$ cat src/hdl/ffha_ram.sv
`timescale 1ns / 1ps
`default_nettype none
// ----------------------------------------------------------------------------
// ffha_ram: generic single-write, single-read RAM
// One write port and one read port with registered read data.
// ----------------------------------------------------------------------------
module ffha_ram #(
  parameter int unsigned WIDTH = 8,
  parameter int unsigned DEPTH = 64
) (
  input  wire logic                     clk_i,
  input  wire logic                     we_i,
  input  wire logic [$clog2(DEPTH)-1:0] waddr_i,
  input  wire logic [WIDTH-1:0]         wdata_i,
  input  wire logic                     re_i,
  input  wire logic [$clog2(DEPTH)-1:0] raddr_i,
  output logic      [WIDTH-1:0]         rdata_o
);

  logic [WIDTH-1:0] mem_q [DEPTH];

  always_ff @(posedge clk_i) begin
    if (we_i) begin
      mem_q[waddr_i] <= wdata_i;
    end
  end

  always_ff @(posedge clk_i) begin
    if (re_i) begin
      rdata_o <= mem_q[raddr_i];
    end
  end

endmodule
`default_nettype wire

$ cat config.mk
export PLATFORM = sky130hd
export DESIGN_NAME = ffha_ram
export DESIGN_NICKNAME = d
export VERILOG_FILES = /design/src/hdl/ffha_ram.sv
export SDC_FILE = /design/constraint.sdc
export NUM_CORES = 1
export LEC_CHECK = 0
export ABC_AREA = 1
export BUFFER_PORTS_ARGS = -buffer_cell sky130_fd_sc_hd__buf_4
export CORE_ASPECT_RATIO = 1.1
export CORE_MARGIN = 2
export CORE_UTILIZATION = 50
export CTS_CLUSTER_DIAMETER = 60
export DETAILED_ROUTE_END_ITERATION = 8
export PLACE_DENSITY = 0.66
export SLEW_MARGIN = 5
export SYNTH_ARGS = -nofsm -noshare
export SYNTH_HDL_FRONTEND = slang
export SYNTH_SLANG_ARGS = --single-unit
$ cat constraint.sdc
create_clock -name clk_i -period 2.6 [get_ports clk_i]
set_clock_uncertainty 0.1 [all_clocks]
set_input_delay 0 -clock clk_i [delete_from_list [all_inputs] [get_ports clk_i]]
set_output_delay 0 -clock clk_i [all_outputs]
set_load 0.01 [all_outputs]
Word-level counts from Yosys, hierarchy flattened:

Memory sizes are Yosys's and may differ from the RTL's. A register that Yosys moved wholly into a read port is not among the register bits.
Index checks and enable logic that the tools add are counted.

* add/sub/neg operators: 0
* multipliers: 0
* div/mod/pow operators: 0
* $lt $le $gt $ge: 0
* eq/ne operators: 0
* shifts and indexed selects: 0
* mux-type cells: 2
* bitwise operators: 0
* reduce and logical (&&, ||, !) cells: 0

Operators by type and width (count)
* $mux 1: 2

* bits in registers: 0
* latch bits: 0
* memory bits (writable): 512
* ROM bits: 0
* input port bits: 23
* memories kept: 1

Memory list
* mem_q: words 64, width 8, read ports 1, clocked after Yosys merged registers in 1, write ports 1, line 20 `logic [WIDTH-1:0] mem_q [DEPTH];`

Depth between registers and ports, before layout:

Gate-level depths: netlist of the first run.

* depth after elaboration: 2
* mapped depth: 12
* gate-level depth less buffers: 9

Worst setup path before layout of the first run:

No wires, ideal clock.

* kind: in2reg
* from: input port we_i
* to: memory mem_q[48][0], enable pin
* setup time: 0.395 ns
* data arrival time: 1.371 ns
* data required time: 2.105 ns
* setup slack: 0.734 ns
* stages: 3
* buffers on the path: 1
* cells stage by stage: clkbuf_1 -> nand4_1 -> nor4_1

* cells in the longest elaborated chain, start to end: 2

RTL lines
* from (decl): line 12 `input wire logic we_i,`
* $mux 1: line 23 `if (we_i) begin`
* $mux 1 (implied by the code): line 24 `mem_q[waddr_i] <= wdata_i;`
* to (decl): line 20

No other way between the ends.

==> out/results.env, run 1 <==
RUN_STATUS='complete, no violations'
VIA_COUNT_OF_THE_FIRST_GLOBAL_ROUTING_PASS=13900
SYNTH_COMPOUND_AREA_FRAC=0
FP.COREAREA_UM2=42300
CRIT_BUF_INV=2
TIMING.SLEW.HEADROOM=0.196
FINAL.SETUP.TNS_NS=0
TRITONCTS.NUM_BUFFERS=53
TRITONCTS='built'
N_ANTENNA_CELL=0
DETAILEDPLACEMENTHPWL_UM=29900
VIAS=14100
LAYOUT.FILLER_CELLS=3473
AREA_GROWTH_SYN_TO_LAYOUT_PCT=12.3
SYNTH.MOST_COMMON_CELL='sky130_fd_sc_hd__nand2_1'
POWER_DENSITY_nW_PER_UM2=722
DETAIL_ROUTE.VIAS_PER_CELL=5.69
SYN_AVG_CELL_AREA_UM2=11.9
FINALWIRELENGTH_UM=52900
POST-ROUTE-MIN-PERIOD_NS=2.52
SYNTH_SEQ_CELLS=520
WIRE_LENGTH_OF_THE_FIRST_GLOBAL_ROUTING_PASS_UM=82100
SHARE_COMB_OF_TOTAL_POWER=0.064
CP_CELL_SEQUENCE='nand2_1, nand3_2, nand3_2, nand2_1, nand2_1, nand3_2, nand3_1, dlygate4sd3_1, nand2_1, dlygate4sd3_1'
WORST-SETUP-PATH-TYPE='reg -> reg'
TIGHTESTPINTRANSITION_NS=1.21
SYNTHTOPCELLSBYCOUNT='sky130_fd_sc_hd__nand2_1, sky130_fd_sc_hd__edfxtp_1, sky130_fd_sc_hd__nand3_1'
FINAL.PERIOD_UTILIZATION=0.969
CLOCK_LATENCY_ON_THE_WORST_SKEW_PAIR_NS=0.60
POST_SYNTH_FA_HA_MAJ_AREA_FRACTION=0
SYNTH_WARNINGS=0
YOSYS.AREA_SHARE.SIMPLE=0.231
SYNTH_AREA_LEADERS='sky130_fd_sc_hd__edfxtp_1, sky130_fd_sc_hd__nand2_1, sky130_fd_sc_hd__nand3_1'
CAP_VIOLATIONS=0
RSZ0062_AT_GRT='no'
POWER.IR.VDD_WORST_mV=0.524
NUMBER_OF_VIOLATIONS_REPORTED_AT_THE_END_OF_DETAILED_ROUTING_ITERATION_0=1700
IOS=31
POST-SYNTH-TOP-AREA-CELL='sky130_fd_sc_hd__edfxtp_1'
ROWS=79
SYNTH_FP_NETS=1828
SYNTH.DISTINCT_CELLS=15
CTSLONGESTPATHBUFFERS=3
CTS-HTREE-LEVELS=2
NETSWITCHINGFRACTION=0.223
P_CLK_FRAC=0.399
CLKSINKCOUNT=520
PATH_MAX_FANOUT=1
GRTUSAGETOTAL=0.240
POST_ROUTE_CELLS_DRIVE_ABOVE_1_SHARE=0.0968
POST_SYNTH_TOP_FLOP='sky130_fd_sc_hd__edfxtp_1'
SWITCHING_POWER_mW=3.87
CRITPATHLAUNCHTYPE='flop'
SYNTH_EDF_COUNT=520
COMBINATIONAL_FAMILY_WITH_THE_MOST_AREA_AFTER_SYNTHESIS='simple AND/OR/NAND/NOR gates'
CHIPWIDTH_UM=201
HOLD_SLACK_NS=0.0509
SEQ_AREA_FRAC_SYNTH=0.729
GLOBALROUTEOVERFLOWTOTAL=0
ROUTED_WIRE_LENGTH_PER_INSTANCE_UM=21.3
CTS.ROOT.BUFFER_CELL='sky130_fd_sc_hd__clkbuf_16'
DIE_Y_UM=221
SEQ_POWER_SHARE=0.537
CLOCK_PIN_SLEW_ON_THE_WORST_SETUP_AND_HOLD_PATHS_NS=0.06
MUXSHAREOFSYNTHAREA=0
TIMING_MAX_TRANSITION_VIOLATIONS_FINAL=0
DRTANTENNAVIOLNETS=0
DRT_DRC_VIOLATIONS_LEFT=0
CRIT_SLOWEST_CELL='sky130_fd_sc_hd__dlygate4sd3_1'
CRITICAL_PATH_MAX_STAGE_DELAY_NS=0.55
FINALWEIGHTEDCONGESTION=0.868
FLOORPLAN.INITIALDENSITY=0.506
NUMBER_OF_BUFFERS_ADDED_FOR_SETUP_AFTER_CTS=0
CRITICAL_PATH_REQUIRED_NS=2.85
LEAKAGEPOWER_nW=8.71
POST_SYNTH_INSTANCE_AREA_UM2=21400
SYNTH_TOP_AREA_FRAC=0.729
SYNTH-XOR-AREA-SHARE=0
TIMING.CRITICAL_PATH.MODE_CELL='sky130_fd_sc_hd__nand2_1'
SETUP_VIOL=0
HOLD_VIOL=0
WORSTSETUPENDPOINTTYPE='flop'
HP-CLASS='in -> reg'
NETS=1898
POSTSYNTHCELLCOUNT=1805
PLACEMENT.IO_BUFFERS=30
FULL_DIE_AREA_UM2=44500
DRT-PASS1-ITER-COUNT=6
CRIT_ARRIVAL_NS=2.77
CRITPATHTOPFAMILY='buffers and inverters'
P_INT_mW=13.5
NUMBER_OF_ANTENNA_VIOLATIONS_AT_THE_FIRST_CHECK_IN_GLOBAL_ROUTING=0
HIGHEST_ACHIEVABLE_CLOCK_RATE_MHz=397
PIN_COUNT_OF_THE_BIGGEST_NET_ENTERING_GLOBAL_ROUTING=152
SYNTH_ASYNC_RESET_RATIO=0
## worst paths after layout
| kind | startpoint | end | slack, ns | cells after the start |
|---|---|---|---|---|
| max | mem_q[55][6] | rdata_o[6] | 0.08 | 10 |
| min | waddr_i[4] | mem_q[7][2] | 0.05 | 5 |
| max reg2reg | mem_q[55][6] | rdata_o[6] | 0.08 | 10 |
| min reg2reg | mem_q[16][7] | rdata_o[7] | 0.79 | 8 |
## stage by stage
step	power, mW	util	setup slack (ns)	cell area, um2	cells
CTS	17.4	0.568	0.0198	24000	2479
floorplan	10.1	-	0.734	21400	1805
finish	17.4	0.569	0.0816	24100	2479
global route	17.8	0.569	0.000706	24100	2479
detailed placement	10.6	0.527	0.513	22300	2369
global placement	10.6	0.527	0.517	22300	2369
## cell usage in the layout (no fill, tap or decap), drive strengths merged
master	count
nand2	648
edfxtp	520
nand3	439
buf	110
clkbuf	67
nor2	56
clkinv	22
dlygate4sd3	18
inv	12
nand4	9
nor4	8
clkinvlp	2
bufinv	1
## logic make-up (layout without fill, tap and decap cells)
| kind of cell | Yosys count | in the layout |
|---|---|---|
| flip-flops | 520 | 520 |
| buffers and inverters | 125 | 232 |
| AND/OR/NAND/NOR | 1160 | 1160 |
## what timing repair did
item | 4_1_cts | 5_1_grt
setup endpoints to repair | 0 | 1
hold buffers | 18 | 0
endpoints found under the hold margin | 584 | 0
gates resized for setup | 0 | 7
## sequential cells by signal, summed over array words and instances (netlist names)
signal / cells
mem_q: 512
rdata_o: 8
## tightest hold or removal path: stages
cell                      delay (ns)
sky130_fd_sc_hd__buf_4          0.12
sky130_fd_sc_hd__inv_1          0.08
sky130_fd_sc_hd__nand3_1        0.10
sky130_fd_sc_hd__buf_4          0.18
sky130_fd_sc_hd__nor2_1         0.08
## power groups by stage
stage | clock (mW) | sequential, mW | combinational, mW
CTS | 7.00 | 9.32 | 1.11
global placement | 0 | 9.50 | 1.07
global route | 7.30 | 9.32 | 1.23
finish | 6.92 | 9.32 | 1.12
floorplan | 0 | 9.50 | 0.652
detailed placement | 0 | 9.50 | 1.08
## per-layer routing
metal,vias up,wire length (um),global-route usage
met5,-,0,0
met4,0,1310,0.0759
met3,89,4010,0.0364
met2,619,25600,0.392
met1,6891,22000,0.335
li1,6499,-,-
## final cells by class
| type | count | area, um2 | share of cell area |
|---|---|---|---|
| flip-flops and latches | 520 | 15600 | 0.649 |
| multi-input cells | 1160 | 4980 | 0.207 |
| clock buffers | 67 | 1400 | 0.0582 |
| repair buffers | 128 | 1150 | 0.0477 |
| well taps | 567 | 709 | 0.0295 |
| clock inverters | 25 | 153 | 0.00635 |
| inverters | 12 | 52.6 | 0.00218 |
(Power assumes the default switching activity.)
==> inputs of run 2 (changes only) <==
--- a/config.mk
+++ b/config.mk
@@ -9,10 +9,9 @@
 export BUFFER_PORTS_ARGS = -buffer_cell sky130_fd_sc_hd__buf_4
 export CORE_ASPECT_RATIO = 1.1
 export CORE_MARGIN = 2
-export CORE_UTILIZATION = 50
+export CORE_UTILIZATION = 46
 export CTS_CLUSTER_DIAMETER = 60
 export DETAILED_ROUTE_END_ITERATION = 8
-export PLACE_DENSITY = 0.66
 export SLEW_MARGIN = 5
 export SYNTH_ARGS = -nofsm -noshare
 export SYNTH_HDL_FRONTEND = slang
==> out/results.env, run 2 (synthesis gave the netlist of run 1 again) <==
TRITONCTS='built'
LAYOUT.FILLER_CELLS=3955
HP-CLASS='in -> reg'
FLOORPLAN.INITIALDENSITY=0.468
TIMING.SLEW.HEADROOM=0.390
RUN_STATUS='complete, no violations'
NETS=1890
FINALWEIGHTEDCONGESTION=0.847
HIGHEST_ACHIEVABLE_CLOCK_RATE_MHz=395
WORSTSETUPENDPOINTTYPE='flop'
POST_ROUTE_CELLS_DRIVE_ABOVE_1_SHARE=0.0948
CAP_VIOLATIONS=0
TIMING_MAX_TRANSITION_VIOLATIONS_FINAL=0
CLKSINKCOUNT=520
FINAL.SETUP.TNS_NS=0
CRITICAL_PATH_MAX_STAGE_DELAY_NS=0.55
DETAIL_ROUTE.VIAS_PER_CELL=5.52
DRTANTENNAVIOLNETS=0
HOLD_SLACK_NS=0.0737
P_CLK_FRAC=0.405
CHIPWIDTH_UM=210
WORST-SETUP-PATH-TYPE='reg -> reg'
CRIT_ARRIVAL_NS=2.78
NETSWITCHINGFRACTION=0.225
P_INT_mW=13.6
POWER_DENSITY_nW_PER_UM2=731
SETUP_VIOL=0
CLOCK_LATENCY_ON_THE_WORST_SKEW_PAIR_NS=0.60
HOLD_VIOL=0
LEAKAGEPOWER_nW=8.71
CP_CELL_SEQUENCE='nand2_1, nand3_1, nand3_1, nand2_1, nand2_1, nand3_2, nand3_1, dlygate4sd3_1, nand2_1, dlygate4sd3_1'
FULL_DIE_AREA_UM2=48300
MOST-COMMON-LAYOUT-CELLS='sky130_fd_sc_hd__nand2_1, sky130_fd_sc_hd__edfxtp_1, sky130_fd_sc_hd__nand3_1'
NUMBER_OF_VIOLATIONS_REPORTED_AT_THE_END_OF_DETAILED_ROUTING_ITERATION_0=1394
POST-ROUTE-MIN-PERIOD_NS=2.53
WIRE_LENGTH_OF_THE_FIRST_GLOBAL_ROUTING_PASS_UM=83300
CLOCK_PIN_SLEW_ON_THE_WORST_SETUP_AND_HOLD_PATHS_NS=0.06
TIMING.CRITICAL_PATH.MODE_CELL='sky130_fd_sc_hd__nand2_1'
VIAS=13800
DRT_DRC_VIOLATIONS_LEFT=0
CRIT_SLOWEST_CELL='sky130_fd_sc_hd__dlygate4sd3_1'
NUMBER_OF_BUFFERS_ADDED_FOR_SETUP_AFTER_CTS=0
FINAL.PERIOD_UTILIZATION=0.973
CRITICAL_PATH_REQUIRED_NS=2.85
FINALWIRELENGTH_UM=54700
DIE_Y_UM=230
NUMBER_OF_ANTENNA_VIOLATIONS_AT_THE_FIRST_CHECK_IN_GLOBAL_ROUTING=0
CTS.ROOT.BUFFER_CELL='sky130_fd_sc_hd__clkbuf_16'
PATH_MAX_FANOUT=1
SEQ_POWER_SHARE=0.530
ROWS=82
CTS-HTREE-LEVELS=2
VIA_COUNT_OF_THE_FIRST_GLOBAL_ROUTING_PASS=13600
GRTUSAGETOTAL=0.230
PIN_COUNT_OF_THE_BIGGEST_NET_ENTERING_GLOBAL_ROUTING=105
RSZ0062_AT_GRT='no'
PLACEMENT.IO_BUFFERS=30
DETAILEDPLACEMENTHPWL_UM=31300
DRT-PASS1-ITER-COUNT=5
TIGHTESTPINTRANSITION_NS=0.915
GLOBALROUTEOVERFLOWTOTAL=0
SHARE_COMB_OF_TOTAL_POWER=0.064
AREA_GROWTH_SYN_TO_LAYOUT_PCT=12.3
IOS=31
SWITCHING_POWER_mW=3.96
LARGEST-REGISTER='mem_q'
LAYOUT_COMMONEST_CELL='sky130_fd_sc_hd__nand2_1'
CRITPATHLAUNCHTYPE='flop'
FP.COREAREA_UM2=45800
CTSLONGESTPATHBUFFERS=3
ROUTED_WIRE_LENGTH_PER_INSTANCE_UM=21.9
LARGEST_REGISTER_FFS=512
POWER.IR.VDD_WORST_mV=0.513
LARGESTREGISTERS='mem_q x512, rdata_o x8'
TRITONCTS.NUM_BUFFERS=52
[run 2: changes by cell type in the layout (fill, tap and decap cells not counted), sizes merged]
cell	delta
clkinvlp	-2
diode	+1
inv	+2
bufinv	+2
clkinv	+10
clkbuf	-6
buf	-8
[run 2: layout make-up]
class | instances | area, um2 | area share
tap | 588 | 736 | 0.0306
antenna | 1 | 2.50 | 0.000104
timing repair buffer | 121 | 1080 | 0.0451
sequential | 520 | 15600 | 0.649
inverter | 12 | 52.6 | 0.00219
clock buffer | 60 | 1350 | 0.0562
multi-input combinational | 1160 | 4950 | 0.206
clock inverter | 37 | 251 | 0.0105
[run 2: repair_timing]
| action | 4_1_cts | 5_1_grt |
|---|---|---|
| endpoints found under the setup margin | 0 | 1 |
| gates resized for setup | 0 | 1 |
| endpoints found under the hold margin | 575 | 0 |
| hold buffers | 18 | 0 |
[run 2: through the flow]
step           area (um2)  utilization  instances  worst slack (ns)  total power [mW]
2_1_floorplan       21400            -       1805             0.734              10.1
3_3_place_gp        22300        0.486       2383             0.596              10.6
3_5_place_dp        22300        0.486       2383             0.572              10.6
4_1_cts             24000        0.525       2498            0.0565              17.7
5_1_grt             24000        0.525       2498           0.00605              18.1
6_report            24000        0.525       2499            0.0700              17.6
[run 2: final timing paths]
path           startpoint      endpoint  slack, ns  depth (start not counted)
max reg2reg  mem_q[35][3]    rdata_o[3]       0.07                         10
max          mem_q[35][3]    rdata_o[3]       0.07                         10
min            waddr_i[3]  mem_q[15][7]       0.07                          3
min reg2reg  mem_q[36][7]    rdata_o[7]       0.79                          8
[run 2: power groups by stage]
stage	Clock, mW	Combinational, mW	Sequential, mW
floorplan	0	0.652	9.50
global placement	0	1.10	9.50
detailed placement	0	1.11	9.50
CTS	7.24	1.14	9.32
global route	7.54	1.24	9.32
finish	7.12	1.13	9.32
[run 2: layer usage]
layer | vias up | wire length, um | global-route usage
li1 | 6489 | - | -
met1 | 6756 | 23200 | 0.311
met2 | 470 | 26600 | 0.384
met3 | 83 | 3650 | 0.0352
met4 | 0 | 1300 | 0.0714
met5 | - | 0 | 0
[run 2: critical path, delay by kind of cell (launching register included)]
kind / cells / cell delay, ns
AND/OR/NAND/NOR: 8 / 0.73
buffers and inverters: 2 / 1.10
flip-flops: 1 / 0.36
==> inputs of run 3 (changes only) <==
--- a/config.mk
+++ b/config.mk
@@ -7,11 +7,14 @@
 export LEC_CHECK = 0
 export ABC_AREA = 1
 export BUFFER_PORTS_ARGS = -buffer_cell sky130_fd_sc_hd__buf_4
+export CELL_PAD_IN_SITES_DETAIL_PLACEMENT = 1
+export CELL_PAD_IN_SITES_GLOBAL_PLACEMENT = 2
 export CORE_ASPECT_RATIO = 1.1
 export CORE_MARGIN = 2
 export CORE_UTILIZATION = 46
-export CTS_CLUSTER_DIAMETER = 60
+export CTS_CLUSTER_DIAMETER = 120
 export DETAILED_ROUTE_END_ITERATION = 8
+export PLACE_DENSITY_LB_ADDON = 0.1
 export SLEW_MARGIN = 5
 export SYNTH_ARGS = -nofsm -noshare
 export SYNTH_HDL_FRONTEND = slang
==> constraint.sdc (replaced) <==
create_clock -name clk_i -period 3.06 [get_ports clk_i]
set_clock_uncertainty 0.1 [all_clocks]
set_input_delay 0 -clock clk_i [delete_from_list [all_inputs] [get_ports clk_i]]
set_output_delay 0 -clock clk_i [all_outputs]
set_load 0.01 [all_outputs]
==> out/results.env, run 3 (synthesis gave the netlist of run 1 again) <==
HIGHEST_ACHIEVABLE_CLOCK_RATE_MHz=391
CLKSINKCOUNT=520
LEAKAGEPOWER_nW=8.81
FINAL.SETUP.TNS_NS=0
CTS-HTREE-LEVELS=2
LARGESTREGISTERS='mem_q x512, rdata_o x8'
TRITONCTS.NUM_BUFFERS=54
LAYOUT_COMMONEST_CELL='sky130_fd_sc_hd__nand2_1'
POWER_DENSITY_nW_PER_UM2=620
CLOCK_PIN_SLEW_ON_THE_WORST_SETUP_AND_HOLD_PATHS_NS=0.07
MOST-COMMON-LAYOUT-CELLS='sky130_fd_sc_hd__nand2_1, sky130_fd_sc_hd__edfxtp_1, sky130_fd_sc_hd__nand3_1'
POWER.IR.VDD_WORST_mV=0.482
PATH_MAX_FANOUT=1
MIN_FROM='waddr_i[4]'
NUMBER_OF_ANTENNA_VIOLATIONS_AT_THE_FIRST_CHECK_IN_GLOBAL_ROUTING=0
AREA_GROWTH_SYN_TO_LAYOUT_PCT=13.1
CAP_VIOLATIONS=0
TOTALPOWERFINAL_mW=15.0
DIE_Y_UM=230
POST_ROUTE_CELLS_DRIVE_ABOVE_1_SHARE=0.101
FINAL.PERIOD_UTILIZATION=0.835
LAYOUT.FILLER_CELLS=4761
DRT-PASS1-ITER-COUNT=4
IOS=31
FP.COREAREA_UM2=45800
PLACE_WS_NS=0.742
RSZ0062_AT_GRT='no'
FINALWEIGHTEDCONGESTION=0.811
SETUP_VIOL=0
CRITICAL_PATH_REQUIRED_NS=3.32
NETS=1915
FLOORPLAN.INITIALDENSITY=0.468
HOLD_VIOL=0
TIMING.SLEW.HEADROOM=0.409
CRIT_START='mem_q[62][4]'
NUMBER_OF_VIOLATIONS_REPORTED_AT_THE_END_OF_DETAILED_ROUTING_ITERATION_0=1018
DRTANTENNAVIOLNETS=0
CTS.ROOT.BUFFER_CELL='sky130_fd_sc_hd__clkbuf_16'
TIMING_MAX_TRANSITION_VIOLATIONS_FINAL=0
GLOBALROUTEOVERFLOWTOTAL=0
CHIPWIDTH_UM=210
FINALWIRELENGTH_UM=61300
RUN_STATUS='complete, no violations'
POST_DP_CELL_AREA_UM2=22400
PIN_COUNT_OF_THE_BIGGEST_NET_ENTERING_GLOBAL_ROUTING=149
CRITICAL_PATH.REG2REG.STARTPOINT='mem_q[62][4]'
VIA_COUNT_OF_THE_FIRST_GLOBAL_ROUTING_PASS=15000
POST-ROUTE-MIN-PERIOD_NS=2.56
LARGEST-REGISTER='mem_q'
POSTLAYOUTSETUPSLACKWORST_NS=0.504
DETAILEDPLACEMENTHPWL_UM=36000
DETAIL_ROUTE.VIAS_PER_CELL=5.62
HOLD_SLACK_NS=0.0403
ROWS=82
N_ANTENNA_CELL=0
DRT_DRC_VIOLATIONS_LEFT=0
ROUTED_WIRE_LENGTH_PER_INSTANCE_UM=24.3
WORSTSETUPENDPOINTTYPE='flop'
HP-CLASS='in -> reg'
CTSLONGESTPATHBUFFERS=3
VIAS=14200
GRTUSAGETOTAL=0.260
LARGEST_REGISTER_FFS=512
FULL_DIE_AREA_UM2=48300
CRITPATHLAUNCHTYPE='flop'
WORST-SETUP-PATH-TYPE='reg -> reg'
WIRE_LENGTH_OF_THE_FIRST_GLOBAL_ROUTING_PASS_UM=93200
TIGHTESTPINTRANSITION_NS=0.886
CRIT_ARRIVAL_NS=2.81
CLOCK_LATENCY_ON_THE_WORST_SKEW_PAIR_NS=0.61
DESIGN_AREA_UM2=24200
TRITONCTS='built'
PLACEMENT.IO_BUFFERS=30
==> run 3: cell type report <==
cell class,count,area (um2),area share
Sequential cell,520,15600,0.645
Multi-Input combinational cell,1160,4950,0.204
Clock inverter,28,146,0.00604
Inverter,12,55.1,0.00227
Clock buffer,67,1460,0.0604
Timing Repair Buffer,144,1260,0.0519
Tap cell,588,736,0.0304
==> run 3: critical path, stage by stage (launching register included) <==
cell,delay (ns)
sky130_fd_sc_hd__edfxtp_1,0.39
sky130_fd_sc_hd__nand2_1,0.08
sky130_fd_sc_hd__nand3_1,0.07
sky130_fd_sc_hd__nand3_1,0.20
sky130_fd_sc_hd__nand2_1,0.08
sky130_fd_sc_hd__nand2_1,0.07
sky130_fd_sc_hd__nand3_1,0.09
sky130_fd_sc_hd__nand3_1,0.10
sky130_fd_sc_hd__dlygate4sd3_1,0.55
sky130_fd_sc_hd__nand2_1,0.04
sky130_fd_sc_hd__dlygate4sd3_1,0.54
==> run 3: metrics by stage <==
step	cells	util
finish	2519	0.529
floorplan	1805	-
global placement	2406	0.490
global route	2519	0.529
detailed placement	2406	0.490
CTS	2519	0.529
==> run 3: path summary, 6_finish.rpt <==
check	to	slack (ns)	depth (start not counted)
worst max-delay path	rdata_o[4]	0.50	10
worst min-delay path	mem_q[22][4]	0.04	3
worst max register to register	rdata_o[4]	0.50	10
worst min register to register	rdata_o[0]	0.80	8
==> run 3: where the power goes <==
part	internal, mW	total, mW	switching, mW
clock network	3.43	6.10	2.67
registers	7.90	7.93	0.0288
logic	0.262	0.990	0.728
==> run 3: layer usage <==
layer | GRT usage | vias to the layer above | wire length (um)
met1 | 0.343 | 7237 | 26500
met2 | 0.441 | 294 | 30200
met4 | 0.0944 | 0 | 2210
met5 | 0 | - | 0
met3 | 0.0370 | 101 | 2330
li1 | - | 6524 | -
==> run 3: timing repair <==
item                       in CTS  in global routing
setup buffers                   0                  0
hold buffers                   18                  0
setup endpoints to repair       0                  0
resized for setup               0                  0
hold endpoints to repair      586                  0
