$ cat config.mk
export PLATFORM = sky130hd
export DESIGN_NAME = ffha_ctrl
export DESIGN_NICKNAME = d
export VERILOG_FILES = /design/src/hdl/ffha_pkg.sv /design/src/hdl/ffha_ctrl.sv
export SDC_FILE = /design/constraint.sdc
export NUM_CORES = 1
export LEC_CHECK = 0
export BUFFER_PORTS_ARGS = -buffer_cell sky130_fd_sc_hd__buf_2
export CAP_MARGIN = 40
export CORE_ASPECT_RATIO = 0.7
export CORE_MARGIN = 3
export CORE_UTILIZATION = 60
export DETAILED_ROUTE_END_ITERATION = 16
export GPL_TIMING_DRIVEN = 0
export MAX_ROUTING_LAYER = met4
export PLACE_DENSITY = 0.85
export SLEW_MARGIN = 5
export SYNTH_ARGS = -nofsm -noshare
export SYNTH_HDL_FRONTEND = slang
export SYNTH_SLANG_ARGS = --single-unit
$ cat constraint.sdc
create_clock -name clk_i -period 26.2 [get_ports clk_i]
set_clock_uncertainty 0.15 [all_clocks]
set_input_delay 3.93 -clock clk_i [delete_from_list [all_inputs] [get_ports clk_i]]
set_output_delay 3.93 -clock clk_i [all_outputs]
set_load 0.005 [all_outputs]
$ cat src/hdl/ffha_pkg.sv
`timescale 1ns / 1ps
`default_nettype none
// ----------------------------------------------------------------------------
// ffha_pkg: shared types and constants of the first-fit heap allocator
// Request and response layouts, status and opcode codes, register indexes
// and the layout of one block table entry.
// ----------------------------------------------------------------------------
package ffha_pkg;

  localparam int unsigned MAX_BLOCKS_DEF = 64;

  localparam int unsigned ADDR_W    = 32;
  localparam int unsigned HDR_W     = 7;
  localparam int unsigned CFG_IDX_W = 2;
  localparam int unsigned CFG_DAT_W = 32;

  localparam logic [HDR_W-1:0]  HEADER_RESET = 7'd24;
  localparam logic [ADDR_W-1:0] LIMIT_RESET  = 32'd65536;

  typedef enum logic [CFG_IDX_W-1:0] {
    REG_HEAP_LIMIT = 2'd0,
    REG_HEADER     = 2'd1
  } reg_idx_e;

  typedef enum logic {
    OP_ALLOC = 1'b0,
    OP_FREE  = 1'b1
  } opcode_e;

  typedef enum logic [1:0] {
    ST_OK      = 2'd0,
    ST_NOOP    = 2'd1,
    ST_OOM     = 2'd2,
    ST_UNKNOWN = 2'd3
  } status_e;

  typedef enum logic [1:0] {
    S_IDLE,
    S_SCAN,
    S_TAIL
  } state_e;

  typedef struct packed {
    logic              opcode;
    logic [ADDR_W-1:0] request_size;
    logic [ADDR_W-1:0] block_address;
  } req_t;

  typedef struct packed {
    logic [ADDR_W-1:0] payload_address;
    logic [1:0]        status;
  } rsp_t;

  typedef struct packed {
    logic [ADDR_W-1:0] heap_limit_bytes;
    logic [HDR_W-1:0]  header_bytes;
  } cfg_t;

  typedef struct packed {
    logic [ADDR_W-1:0] start;
    logic [ADDR_W-1:0] size;
    logic              free;
  } entry_t;

  localparam int unsigned ENTRY_W = $bits(entry_t);

endpackage
`default_nettype wire

$ cat src/hdl/ffha_ctrl.sv
`timescale 1ns / 1ps
`default_nettype none
// ----------------------------------------------------------------------------
// ffha_ctrl: allocation sequencer
// Walks the block table one entry per cycle through a shared adder and a
// comparator, then updates the table, the entry count and the break.
// ----------------------------------------------------------------------------
module ffha_ctrl #(
  parameter int unsigned MAX_BLOCKS = ffha_pkg::MAX_BLOCKS_DEF
) (
  input  wire logic                          clk_i,
  input  wire logic                          rst_ni,
  input  wire ffha_pkg::cfg_t                cfg_i,
  input  wire logic                          start_i,
  input  wire ffha_pkg::req_t                req_i,
  output logic                               busy_o,
  output logic                               done_o,
  output ffha_pkg::rsp_t                     rsp_o,
  output logic                               ram_re_o,
  output logic [$clog2(MAX_BLOCKS)-1:0]      ram_raddr_o,
  input  wire logic [ffha_pkg::ENTRY_W-1:0]  ram_rdata_i,
  output logic                               ram_we_o,
  output logic [$clog2(MAX_BLOCKS)-1:0]      ram_waddr_o,
  output logic [ffha_pkg::ENTRY_W-1:0]       ram_wdata_o
);

  localparam int unsigned IDX_W = $clog2(MAX_BLOCKS);
  localparam int unsigned CNT_W = $clog2(MAX_BLOCKS + 1);
  localparam int unsigned AW    = ffha_pkg::ADDR_W;

  ffha_pkg::state_e state_q, state_d;
  logic             op_q, op_d;
  logic [AW-1:0]    size_q, size_d;
  logic [AW-1:0]    addr_q, addr_d;
  logic [CNT_W-1:0] rd_cnt_q, rd_cnt_d;
  logic [IDX_W-1:0] cmp_idx_q, cmp_idx_d;
  logic             pend_q, pend_d;
  logic [CNT_W-1:0] count_q, count_d;
  logic [AW-1:0]    brk_q, brk_d;
  logic             done_q, done_d;
  ffha_pkg::rsp_t   rsp_q, rsp_d;

  ffha_pkg::entry_t          rd_entry;
  logic [ffha_pkg::HDR_W-1:0] hdr;
  logic [AW-1:0]             add_a;
  logic [AW:0]               sum;
  logic [AW+1:0]             tail_end;
  logic                      issue;
  logic                      hit;
  logic                      is_last;
  logic                      full;
  logic                      no_room;

  assign rd_entry = ffha_pkg::entry_t'(ram_rdata_i);
  assign hdr      = (cfg_i.header_bytes == '0) ? ffha_pkg::HDR_W'(1) : cfg_i.header_bytes;

  // Shared adder: entry start plus header during the scan, break plus header
  // when appending at the tail.
  assign add_a    = (state_q == ffha_pkg::S_TAIL) ? brk_q : rd_entry.start;
  assign sum      = {1'b0, add_a} + (AW + 1)'(hdr);
  assign tail_end = {1'b0, sum} + {2'b00, size_q};

  assign issue   = rd_cnt_q < count_q;
  assign hit     = pend_q && ((op_q == ffha_pkg::OP_ALLOC)
                   ? (rd_entry.free && (rd_entry.size >= size_q))
                   : (sum == {1'b0, addr_q}));
  assign is_last = (CNT_W'(cmp_idx_q) + CNT_W'(1)) == count_q;
  assign full    = count_q == CNT_W'(MAX_BLOCKS);
  assign no_room = full || (tail_end > {2'b00, cfg_i.heap_limit_bytes});

  // Next state.
  always_comb begin
    state_d = state_q;
    case (state_q)
      ffha_pkg::S_IDLE: begin
        if (start_i) begin
          if (req_i.opcode == ffha_pkg::OP_ALLOC) begin
            if (req_i.request_size != '0) begin
              state_d = (count_q == '0) ? ffha_pkg::S_TAIL : ffha_pkg::S_SCAN;
            end
          end else if ((req_i.block_address != '0) && (count_q != '0)) begin
            state_d = ffha_pkg::S_SCAN;
          end
        end
      end
      ffha_pkg::S_SCAN: begin
        if (hit) begin
          state_d = ffha_pkg::S_IDLE;
        end else if (!pend_q && !issue) begin
          state_d = (op_q == ffha_pkg::OP_ALLOC) ? ffha_pkg::S_TAIL : ffha_pkg::S_IDLE;
        end
      end
      ffha_pkg::S_TAIL: begin
        state_d = ffha_pkg::S_IDLE;
      end
      default: begin
        state_d = ffha_pkg::S_IDLE;
      end
    endcase
  end

  // Datapath and outputs.
  always_comb begin
    op_d        = op_q;
    size_d      = size_q;
    addr_d      = addr_q;
    rd_cnt_d    = rd_cnt_q;
    cmp_idx_d   = cmp_idx_q;
    pend_d      = 1'b0;
    count_d     = count_q;
    brk_d       = brk_q;
    done_d      = 1'b0;
    rsp_d       = rsp_q;
    ram_re_o    = 1'b0;
    ram_raddr_o = rd_cnt_q[IDX_W-1:0];
    ram_we_o    = 1'b0;
    ram_waddr_o = cmp_idx_q;
    ram_wdata_o = {rd_entry.start, rd_entry.size, 1'b0};
    case (state_q)
      ffha_pkg::S_IDLE: begin
        if (start_i) begin
          op_d     = req_i.opcode;
          size_d   = req_i.request_size;
          addr_d   = req_i.block_address;
          rd_cnt_d = '0;
          rsp_d.payload_address = '0;
          if (req_i.opcode == ffha_pkg::OP_ALLOC) begin
            if (req_i.request_size == '0) begin
              done_d       = 1'b1;
              rsp_d.status = ffha_pkg::ST_NOOP;
            end
          end else if (req_i.block_address == '0) begin
            done_d       = 1'b1;
            rsp_d.status = ffha_pkg::ST_NOOP;
          end else if (count_q == '0) begin
            done_d       = 1'b1;
            rsp_d.status = ffha_pkg::ST_UNKNOWN;
          end
        end
      end
      ffha_pkg::S_SCAN: begin
        // Reads are issued one entry ahead of the compare.
        if (hit) begin
          done_d       = 1'b1;
          rsp_d.status = ffha_pkg::ST_OK;
          if (op_q == ffha_pkg::OP_ALLOC) begin
            ram_we_o              = 1'b1;
            rsp_d.payload_address = sum[AW-1:0];
          end else if (is_last) begin
            count_d = count_q - CNT_W'(1);
            brk_d   = rd_entry.start;
          end else begin
            ram_we_o    = 1'b1;
            ram_wdata_o = {rd_entry.start, rd_entry.size, 1'b1};
          end
        end else if (issue) begin
          ram_re_o  = 1'b1;
          rd_cnt_d  = rd_cnt_q + CNT_W'(1);
          cmp_idx_d = rd_cnt_q[IDX_W-1:0];
          pend_d    = 1'b1;
        end else if (!pend_q && (op_q == ffha_pkg::OP_FREE)) begin
          done_d       = 1'b1;
          rsp_d.status = ffha_pkg::ST_UNKNOWN;
        end
      end
      ffha_pkg::S_TAIL: begin
        done_d = 1'b1;
        if (no_room) begin
          rsp_d.status = ffha_pkg::ST_OOM;
        end else begin
          ram_we_o              = 1'b1;
          ram_waddr_o           = count_q[IDX_W-1:0];
          ram_wdata_o           = {brk_q, size_q, 1'b0};
          count_d               = count_q + CNT_W'(1);
          brk_d                 = tail_end[AW-1:0];
          rsp_d.status          = ffha_pkg::ST_OK;
          rsp_d.payload_address = sum[AW-1:0];
        end
      end
      default: begin
      end
    endcase
  end

  always_ff @(posedge clk_i or negedge rst_ni) begin
    if (!rst_ni) begin
      state_q <= ffha_pkg::S_IDLE;
      pend_q  <= 1'b0;
      count_q <= '0;
      brk_q   <= '0;
      done_q  <= 1'b0;
    end else begin
      state_q <= state_d;
      pend_q  <= pend_d;
      count_q <= count_d;
      brk_q   <= brk_d;
      done_q  <= done_d;
    end
  end

  always_ff @(posedge clk_i) begin
    op_q      <= op_d;
    size_q    <= size_d;
    addr_q    <= addr_d;
    rd_cnt_q  <= rd_cnt_d;
    cmp_idx_q <= cmp_idx_d;
    rsp_q     <= rsp_d;
  end

  assign busy_o = state_q != ffha_pkg::S_IDLE;
  assign done_o = done_q;
  assign rsp_o  = rsp_q;

endmodule
`default_nettype wire

Yosys cells after proc, flatten, opt, wreduce, memory -nomap -nowiden
Cells that the tools add are included.
W data, S select, Z words.
- register bits: 155
- input bits: 172
- output and inout bits: 115
- word-level logic and storage cells: 132
- add/sub/neg operators: 6
- magnitude comparators: 3
- eq/ne operators: 20
- mux-type cells: 63
- bitwise logic cells: 1
- reductions and logical operators: 27
- operator list (operator ; number):
    $mux W32 ; 8
    $pmux W65 S2 ; 1
    $pmux W34 S3 ; 1
    $mux W65 ; 1
    $logic_not A32 Y1 ; 2
    $pmux W32 S2 ; 1
    $reduce_bool A32 Y1 ; 2
    $mux W7 ; 8
    $add A33 B32 Y34 ; 1
    $gt A34 B32 Y1 ; 1
    $mux W34 ; 1
    $add A32 B7 Y33 ; 1
    $eq A33 B32 Y1 ; 1
    $ge A32 B32 Y1 ; 1
    $mux W2 ; 16
    $pmux W7 S2 ; 2
    $mux W1 ; 19
    $ne A3 B3 Y1 const B ; 6
    $ne A2 B2 Y1 const B ; 8
    $add A7 B1 Y7 const B ; 2
    $logic_not A7 Y1 ; 2
    $mux W6 ; 2
    $reduce_and A5 Y1 ; 2
    $reduce_and A4 Y1 ; 2
    other kinds (22) ; 29

Logic depth before layout (Yosys ltp)
Gate-level depths: netlist of the first run.
- depth in word-level cells: 8
- gate-level depth with buffers: 41
- mapped depth without buffers: 32

Worst setup path before layout of the first run
OpenSTA, ideal clock, no wires.
- path type: input to output
- start: in ram_rdata_i[34] in the netlist's numbering
- end: out ram_wdata_o[10] in the netlist's numbering
- arrival time: 9858 ps
- data required time: 22120 ps
- path slack: 12262 ps
- cell stages on the path: 29
- path buffers: 3
- cell sequence: mux2_2 > ha_1 > a211oi_1 > o21a_1 > o21ba_2 > clkbuf_1 > nor2_1 > xnor2_1 > ha_1 > a21o_1 > a21o_1 > a41oi_1 > nand3_1 > o2111ai_1 > a21oi_1 > a31oi_1 > o21bai_1 > a21oi_1 > xnor2_1 > ha_1 > a211oi_1 > o211ai_1 > a2111oi_0 > nor2_1 > or2_1 > a21o_1 > buf_2 > clkbuf_1 > a22o_1
- longest elaborated chain between the ends: 7
- RTL lines (what ; RTL line ; RTL):
    start, declared ; ffha_ctrl.sv:21 ; input wire logic [ffha_pkg::ENTRY_W-1:0] ram_rdata_i,
    $mux W32 ; ffha_ctrl.sv:59 ; assign add_a = (state_q == ffha_pkg::S_TAIL) ? brk_q : rd_entry.start;
    $add A32 B7 Y33 ; ffha_ctrl.sv:60 ; assign sum = {1'b0, add_a} + (AW + 1)'(hdr);
    $add A33 B32 Y34 ; ffha_ctrl.sv:61 ; assign tail_end = {1'b0, sum} + {2'b00, size_q};
    $gt A34 B32 Y1 ; ffha_ctrl.sv:69 ; assign no_room = full || (tail_end > {2'b00, cfg_i.heap_limit_bytes});
    $logic_or A1 B1 Y1 ; ffha_ctrl.sv:69 ;
    $mux W65 ; ffha_ctrl.sv:168 ; if (no_room) begin
    $pmux W65 S2 ; ffha_ctrl.sv:119 ; case (state_q)
    end, declared ; ffha_ctrl.sv:24 ; output logic [ffha_pkg::ENTRY_W-1:0] ram_wdata_o
No other way between the ends.

Worst setup path in the final report of the first run
- start: reg state_q[0]
- end: out ram_wdata_o[64] in the netlist's numbering
- longest elaborated chain between the ends: 8
- elaborated cells between the ends (all ways): 9
- those cells by class: add/sub: 2; order compare: 1; eq/ne: 2; mux: 3; reduce/logical: 1
- RTL lines (what ; RTL line ; RTL):
    start, declared ; ffha_ctrl.sv:31 ; ffha_pkg::state_e state_q, state_d;
    start signal, assigned ; ffha_ctrl.sv:187 ; state_q <= ffha_pkg::S_IDLE;
    start signal, assigned ; ffha_ctrl.sv:193 ; state_q <= state_d;
    $eq A2 B2 Y1 ; ffha_ctrl.sv:59, ffha_ctrl.sv:119 ;
    $mux W32 ; ffha_ctrl.sv:59 ;
    $add A32 B7 Y33 ; ffha_ctrl.sv:60 ;
    $add A33 B32 Y34 ; ffha_ctrl.sv:61 ;
    $gt A34 B32 Y1 ; ffha_ctrl.sv:69 ;
    $logic_or A1 B1 Y1 ; ffha_ctrl.sv:69 ;
    $mux W65 ; ffha_ctrl.sv:168 ;
    $pmux W65 S2 (*) ; ffha_ctrl.sv:119 ;
Every way passes the cells marked *; elsewhere a longest branch is shown, timed or not.

==> results of run 1 <==
-- cell type report --
cell class / count / area [µm²] / area share, %
Inverter: 122 / 457.9 / 2.887
Timing Repair Buffer: 289 / 1494 / 9.418
Clock inverter: 14 / 152.6 / 0.9623
Clock buffer: 18 / 429.2 / 2.705
Buffer: 70 / 339.1 / 2.138
Tap cell: 282 / 352.8 / 2.224
Multi-Input combinational cell: 1091 / 8193 / 51.65
Antenna cell: 2 / 5.005 / 0.03155
Sequential cell: 155 / 4439 / 27.99
-- sequential cells by signal (all words and copies together), names as in the netlist --
name and cells:
rsp_o 34, addr_q 32, brk_q 32, size_q 32, count_q 7, rd_cnt_q 7
cmp_idx_q 6, state_q 2, done_o 1, op_q 1, pend_q 1
-- worst max-delay path, delay by kind of cell, from the launching register on --
kind                       cells  cell delay [ns]
AOI/OAI and AO/OA             16             4.37
xor gates and xnor gates       2             0.70
adders and majority gates      4             1.41
buffers and inverters         10             4.05
DFF                            1             0.41
muxes                          1             0.46
and+or+nand+nor                4             1.33
-- cell families (layout without fill, tap and decap cells) --
group                    Yosys count  count (layout)  share of synthesized area [%]
flip-flops                       155             155                          33.09
adder cells (fa/ha/maj)          124             124                          11.73
multiplexers                      73              73                          5.801
buffers and inverters            192             513                          5.941
XOR/XNOR                         105             105                          7.480
other                              0               2                              0
AND/OR/NAND/NOR                  371             371                          14.79
AO/OA/AOI/OAI                    418             418                          21.16
-- metrics by stage --
| stage | setup WS [ns] | util, % |
|---|---|---|
| after floorplan | 12.26 | - |
| after global placement | 9.741 | 69.55 |
| after detailed placement | 9.679 | 69.93 |
| after CTS | 9.568 | 72.59 |
| after global routing | 8.656 | 72.61 |
| final | 8.911 | 72.61 |
-- routing by layer --
metal / track usage [%] / vias up / routed length, µm
met5: - / - / 0
met1: 58.92 / 6400 / 20640
met2: 59.28 / 990 / 21300
met3: 13.97 / 134 / 7504
li1: - / 5980 / -
met4: 13.79 / 0 / 1850
-- power groups by stage --
stage                     clock (mW)  combinational, mW  sequential, mW
after floorplan                    0              0.782           0.449
after global placement             0               1.16           0.477
after detailed placement           0               1.20           0.476
after CTS                      0.255               1.21           0.472
after global routing           0.268               1.35           0.485
final                          0.258               1.26           0.478
-- Yosys cell counts, types with 35 or more instances --
cell type / number
clkbuf_1: 42
xnor2_1: 69
nor2b_1: 37
mux2i_1: 35
a22oi_1: 44
edfxtp_1: 112
ha_1: 121
inv_1: 122
nor2_1: 64
dfrtp_1: 43
nand2_1: 90
o21ai_0: 87
a21oi_1: 92
a21o_1: 43
-- final timing paths --
kind                             from              end  slack (ns)  cells past startpoint
max                        state_q[0]  ram_wdata_o[64]        8.91                     37
min                          brk_q[2]         brk_q[2]        0.38                      1
max reg2reg                state_q[0]        rsp_o[30]       12.96                     37
min reg2reg                  brk_q[2]         brk_q[2]        0.38                      1
max in group asynchronous      rst_ni         brk_q[2]       22.06                      2
min in group asynchronous      rst_ni           done_o        3.29                      1
==> impl_metrics.py, run 1 <==
metrics = {
    "global_routing": {
        "grt_max_degree": 33,
        "grt_pass1_wl_mm": 75.04,
        "grt_usage_pct": 42.59,
        "antenna_found_initial": 2,
        "grt_pass1_vias": 12630,
        "overflow": 0,
    },
    "layout": {
        "final_common_cell": "buf_2",
        "area_delta_synth_final_pct": 18.24,
        "layout_common_cells": "buf_2, inv_1, ha_1",
        "nFillCells": 1684,
        "final_cells": 2043,
        "fin_nets": 2042,
        "final_layout_size_suffix_gt1_share_pct": 21.66,
        "postLayoutCellArea_um2": 15860,
    },
    "synth": {
        "synth_top_area_cell": "edfxtp_1",
        "synth_nets": 1734,
        "synth-main-ff-cell": "edfxtp_1",
        "ys_types": 80,
        "synth_area_leaders": "edfxtp_1, ha_1, dfrtp_1",
        "ys_warn_count": 0,
        "ys_ff_latch": 155,
        "synth-edff-count": 112,
        "postSynthAreaPerCell_um2": 9.329,
        "netlist_area_um2": 13420,
        "synthArstFlopShare_pct": 27.74,
        "syn_inst": 1438,
        "synth_top_area_share_pct": 25.07,
        "ys_seq_area_share_pct": 33.09,
    },
    "detailed_routing": {
        "dr.pass1.iters": 6,
        "drc": 0,
        "wire_per_inst_um": 25.11,
        "wl_mm": 51.30,
        "postRouteAntennaNets": 0,
        "num_vias": 13500,
        "via_per_inst": 6.610,
        "drtIter0Drc": 1739,
    },
    "cts": {
        "clk_latency_ns": 0.46,
        "post_cts.repair.setup_buffers": 0,
        "h-tree-depth": 4,
        "cts_resized": 0,
        "postCtsHoldBufs": 0,
        "clock_path_buffers": 2,
        "numClockSinks": 155,
        "path_clk_slew_ns": 0.06,
        "cts_tree": "done",
        "cts-root-buf": "clkbuf_16",
        "cts-buffers-inserted": 17,
    },
    "die": {
        "io_pins": 287,
        "fp.dieW_um": 184.7,
        "die_h_um": 131.1,
        "core_um2": 21850,
        "initial_utilization_pct": 61.41,
        "die_area_um2": 24220,
        "rows": 45,
    },
    "critical_path": {
        "start_kind": "flip-flop",
        "critical-path-slowest-cell": "nor3_2",
        "worstSetupPathType": "flip-flop to output pin",
        "cp.required_ns": 22.12,
        "slowest_delay_ns": 0.73,
        "cp-end-kind": "output pin",
        "path_max_fanout": 10,
        "crit_arrival_ns": 13.21,
    },
    "power_and_ir_drop": {
        "seq_power_share_pct": 24.0,
        "p_per_area_nw_per_um2": 125.7,
        "switchingPower_mw": 0.9788,
        "irDropWorstVdd_mv": 0.08551,
        "clkPwrFrac_pct": 12.9,
        "internal_power_mw": 1.015,
        "p_comb_share_pct": 63.1,
        "leakage_nw": 7.400,
        "swShare_pct": 49.08,
        "finalPower_mw": 1.994,
    },
    "timing": {
        "max-slew-margin-rel_pct": 36.78,
        "fin_setup_tns_ns": 0,
        "setup_viol": 0,
        "hold_violations": 0,
        "rsz0062_at_grt": "false",
        "holdWs_ns": 0.3753,
        "timing.fmax_ghz": 0.05784,
        "period_needed_ns": 17.29,
        "fin_crit_sh_pct": 65.99,
        "tightestPinTransition_ns": 0.9482,
        "finalMaxSlewViolations": 0,
    },
    "placement": {
        "placed_area_um2": 15280,
        "port_buffers": 285,
        "gp_congestion": 1.065,
        "dp_hpwl_mm": 41.25,
        "dpl.cell_count": 2009,
    },
    "hold_path": {
        "holdCritPathClass": "flip-flop to flip-flop",
    },
    "outcome": {
        "status": "finished clean",
    },
    "run": {
        "drv_cap": 0,
    },
}
Note: power is estimated with default switching activity, not from simulation.
==> run 2: changes to the inputs <==
Settings changed: CORE_UTILIZATION 60 to 51, PLACE_DENSITY 0.85 to 0.76.
Clock period 26.2 ns to 14.6 ns, I/O delays scaled along.
==> run 2 against run 1 <==
  * Global-route usage down 4.9 points
  * Non-clock buffer count shrank 1
  * Largest power group unchanged
  * Sequential share of layout area fell by 0.15 points
  * Via count fell by 2.2%
  * Final cell count rose by 2.0%
  * Die area rose by 17%
  * Design area rose by 0.54%
==> impl_metrics.py, run 2 (synthesis results as in run 1) <==
metrics = {
    "placement": {
        "gp_congestion": 1.060,
        "dp_hpwl_mm": 43.11,
        "dp_slack_ns": 0.1304,
        "port_buffers": 285,
    },
    "critical_path": {
        "worstSetupPathType": "flip-flop to output pin",
        "critical-path-slowest-cell": "a2111oi_0",
        "crit_arrival_ns": 11.61,
        "cp.required_ns": 12.26,
        "reg2reg_slack_ns": 2.76,
        "start_kind": "flip-flop",
        "path_max_fanout": 19,
        "cp-end-kind": "output pin",
        "rr_worst_depth": 34,
        "r2r_start": "state_q[0]",
        "slowest_delay_ns": 0.52,
        "reg2reg_to": "rsp_o[17]",
    },
    "die": {
        "core_um2": 25220,
        "fp.dieW_um": 199.9,
        "rows": 48,
        "initial_utilization_pct": 53.18,
        "die_h_um": 141.7,
        "die_area_um2": 28320,
        "io_pins": 287,
    },
    "timing": {
        "tightestPinTransition_ns": 0.9268,
        "rsz0062_at_grt": "false",
        "fin_crit_sh_pct": 95.57,
        "finalMaxSlewViolations": 0,
        "max-slew-margin-rel_pct": 37.56,
        "period_needed_ns": 13.95,
        "finalWorstSetupSlack_ns": 0.6469,
        "holdWs_ns": 0.3673,
        "hold_violations": 0,
        "setup_viol": 0,
        "timing.fmax_ghz": 0.07167,
    },
    "detailed_routing": {
        "dr.pass1.iters": 5,
        "postRouteAntennaNets": 0,
        "wire_per_inst_um": 25.21,
        "drc": 0,
        "num_vias": 13200,
        "via_per_inst": 6.339,
        "drtIter0Drc": 1588,
        "wl_mm": 52.52,
    },
    "layout": {
        "fin_nets": 2041,
        "area_delta_synth_final_pct": 18.88,
        "final_common_cell": "buf_2",
        "final_layout_size_suffix_gt1_share_pct": 22.14,
        "largest_reg_flops": 34,
        "layout_common_cells": "buf_2, inv_1, ha_1",
    },
    "hold_path": {
        "holdCritPathClass": "flip-flop to flip-flop",
        "hold_end": "brk_q[3]",
        "hp-start": "brk_q[3]",
        "hold_depth": 1,
    },
    "cts": {
        "numClockSinks": 155,
        "cts-root-buf": "clkbuf_16",
        "postCtsHoldBufs": 0,
        "cts_tree": "done",
        "clock_path_buffers": 2,
        "path_clk_slew_ns": 0.07,
        "post_cts.repair.setup_buffers": 0,
        "h-tree-depth": 4,
        "cts-buffers-inserted": 17,
        "clk_latency_ns": 0.45,
    },
    "power_and_ir_drop": {
        "leakage_nw": 7.421,
        "p_per_area_nw_per_um2": 223.2,
        "irDropWorstVdd_mv": 0.1352,
    },
    "run": {
        "drv_cap": 0,
    },
    "outcome": {
        "status": "finished clean",
    },
    "global_routing": {
        "grt_pass1_wl_mm": 76.42,
        "overflow": 0,
        "grt_max_degree": 34,
        "antenna_found_initial": 1,
        "grt_pass1_vias": 12130,
        "grt_usage_pct": 37.70,
    },
}
==> run 2: cell count changes in the layout (fill, tap and decap cells not counted), sizes merged <==
cell | before | now
clkinv | 8 | 6
clkinvlp | 2 | 1
diode | 2 | 1
inv | 123 | 124
==> run 2: worst max-delay path, delay by kind of cell (launching register included) <==
kind,cells,cell delay (ns)
simple gates,5,1.28
flops,1,0.42
mux,1,0.44
compound gates,14,3.99
buf+inv,8,2.82
fa+ha+maj,4,1.45
xor+xnor,2,0.70
==> run 2: per-stage QoR <==
stage	instances	setup TNS [ns]	util (%)	instance area [µm²]	total power [mW]
after global placement	2048	-0.00009326	60.45	15250	2.973
final	2083	0	63.22	15950	3.559
after global routing	2083	0	63.22	15950	3.780
after detailed placement	2053	0	60.82	15340	3.016
after CTS	2083	0	63.13	15930	3.491
after floorplan	1438	0	-	13420	2.210
==> run 2: final cells by class <==
cell class / count / area, µm²
buffer: 68 / 337.8
timing repair buffer: 290 / 1505
antenna: 1 / 2.502
sequential: 155 / 4439
inverter: 122 / 457.9
clock buffer: 19 / 432.9
clock inverter: 12 / 147.6
tap: 325 / 406.6
multi-input combinational: 1091 / 8218
fill: 2189 / 9276
==> run 2: what timing repair did <==
item / 4_1_cts / 5_1_grt
gates resized for setup: 2 / 9
pin swaps: 0 / 0
endpoints found under the setup margin: 30 / 52
==> run 2: how the worst max path moves through the flow <==
stage	start	to	slack, ns	depth (start not counted)
after floorplan	state_q[0]	ram_wdata_o[10]	3.97	37
after global placement	state_q[0]	ram_wdata_o[54]	-0.00009	36
after detailed placement	state_q[0]	ram_wdata_o[56]	0.13	36
after CTS	state_q[0]	ram_wdata_o[54]	0.35	39
after global routing	state_q[0]	ram_wdata_o[54]	0.29	36
final	state_q[0]	ram_wdata_o[54]	0.65	34
==> run 2: per-layer routing <==
layer,vias to the layer above,global-route usage [%],share of wire (%),routed length [µm]
li1,5961,-,-,-
met1,6322,54.67,45,23740
met2,855,51.47,40,21200
met3,66,11.46,13,6607
met4,0,8.917,1.8,971
met5,-,-,0,0
==> run 2: where the power goes <==
part | total, mW | internal, mW | switching (mW)
clock network | 0.466 | 0.267 | 0.199
registers | 0.852 | 0.696 | 0.156
logic | 2.24 | 0.863 | 1.38
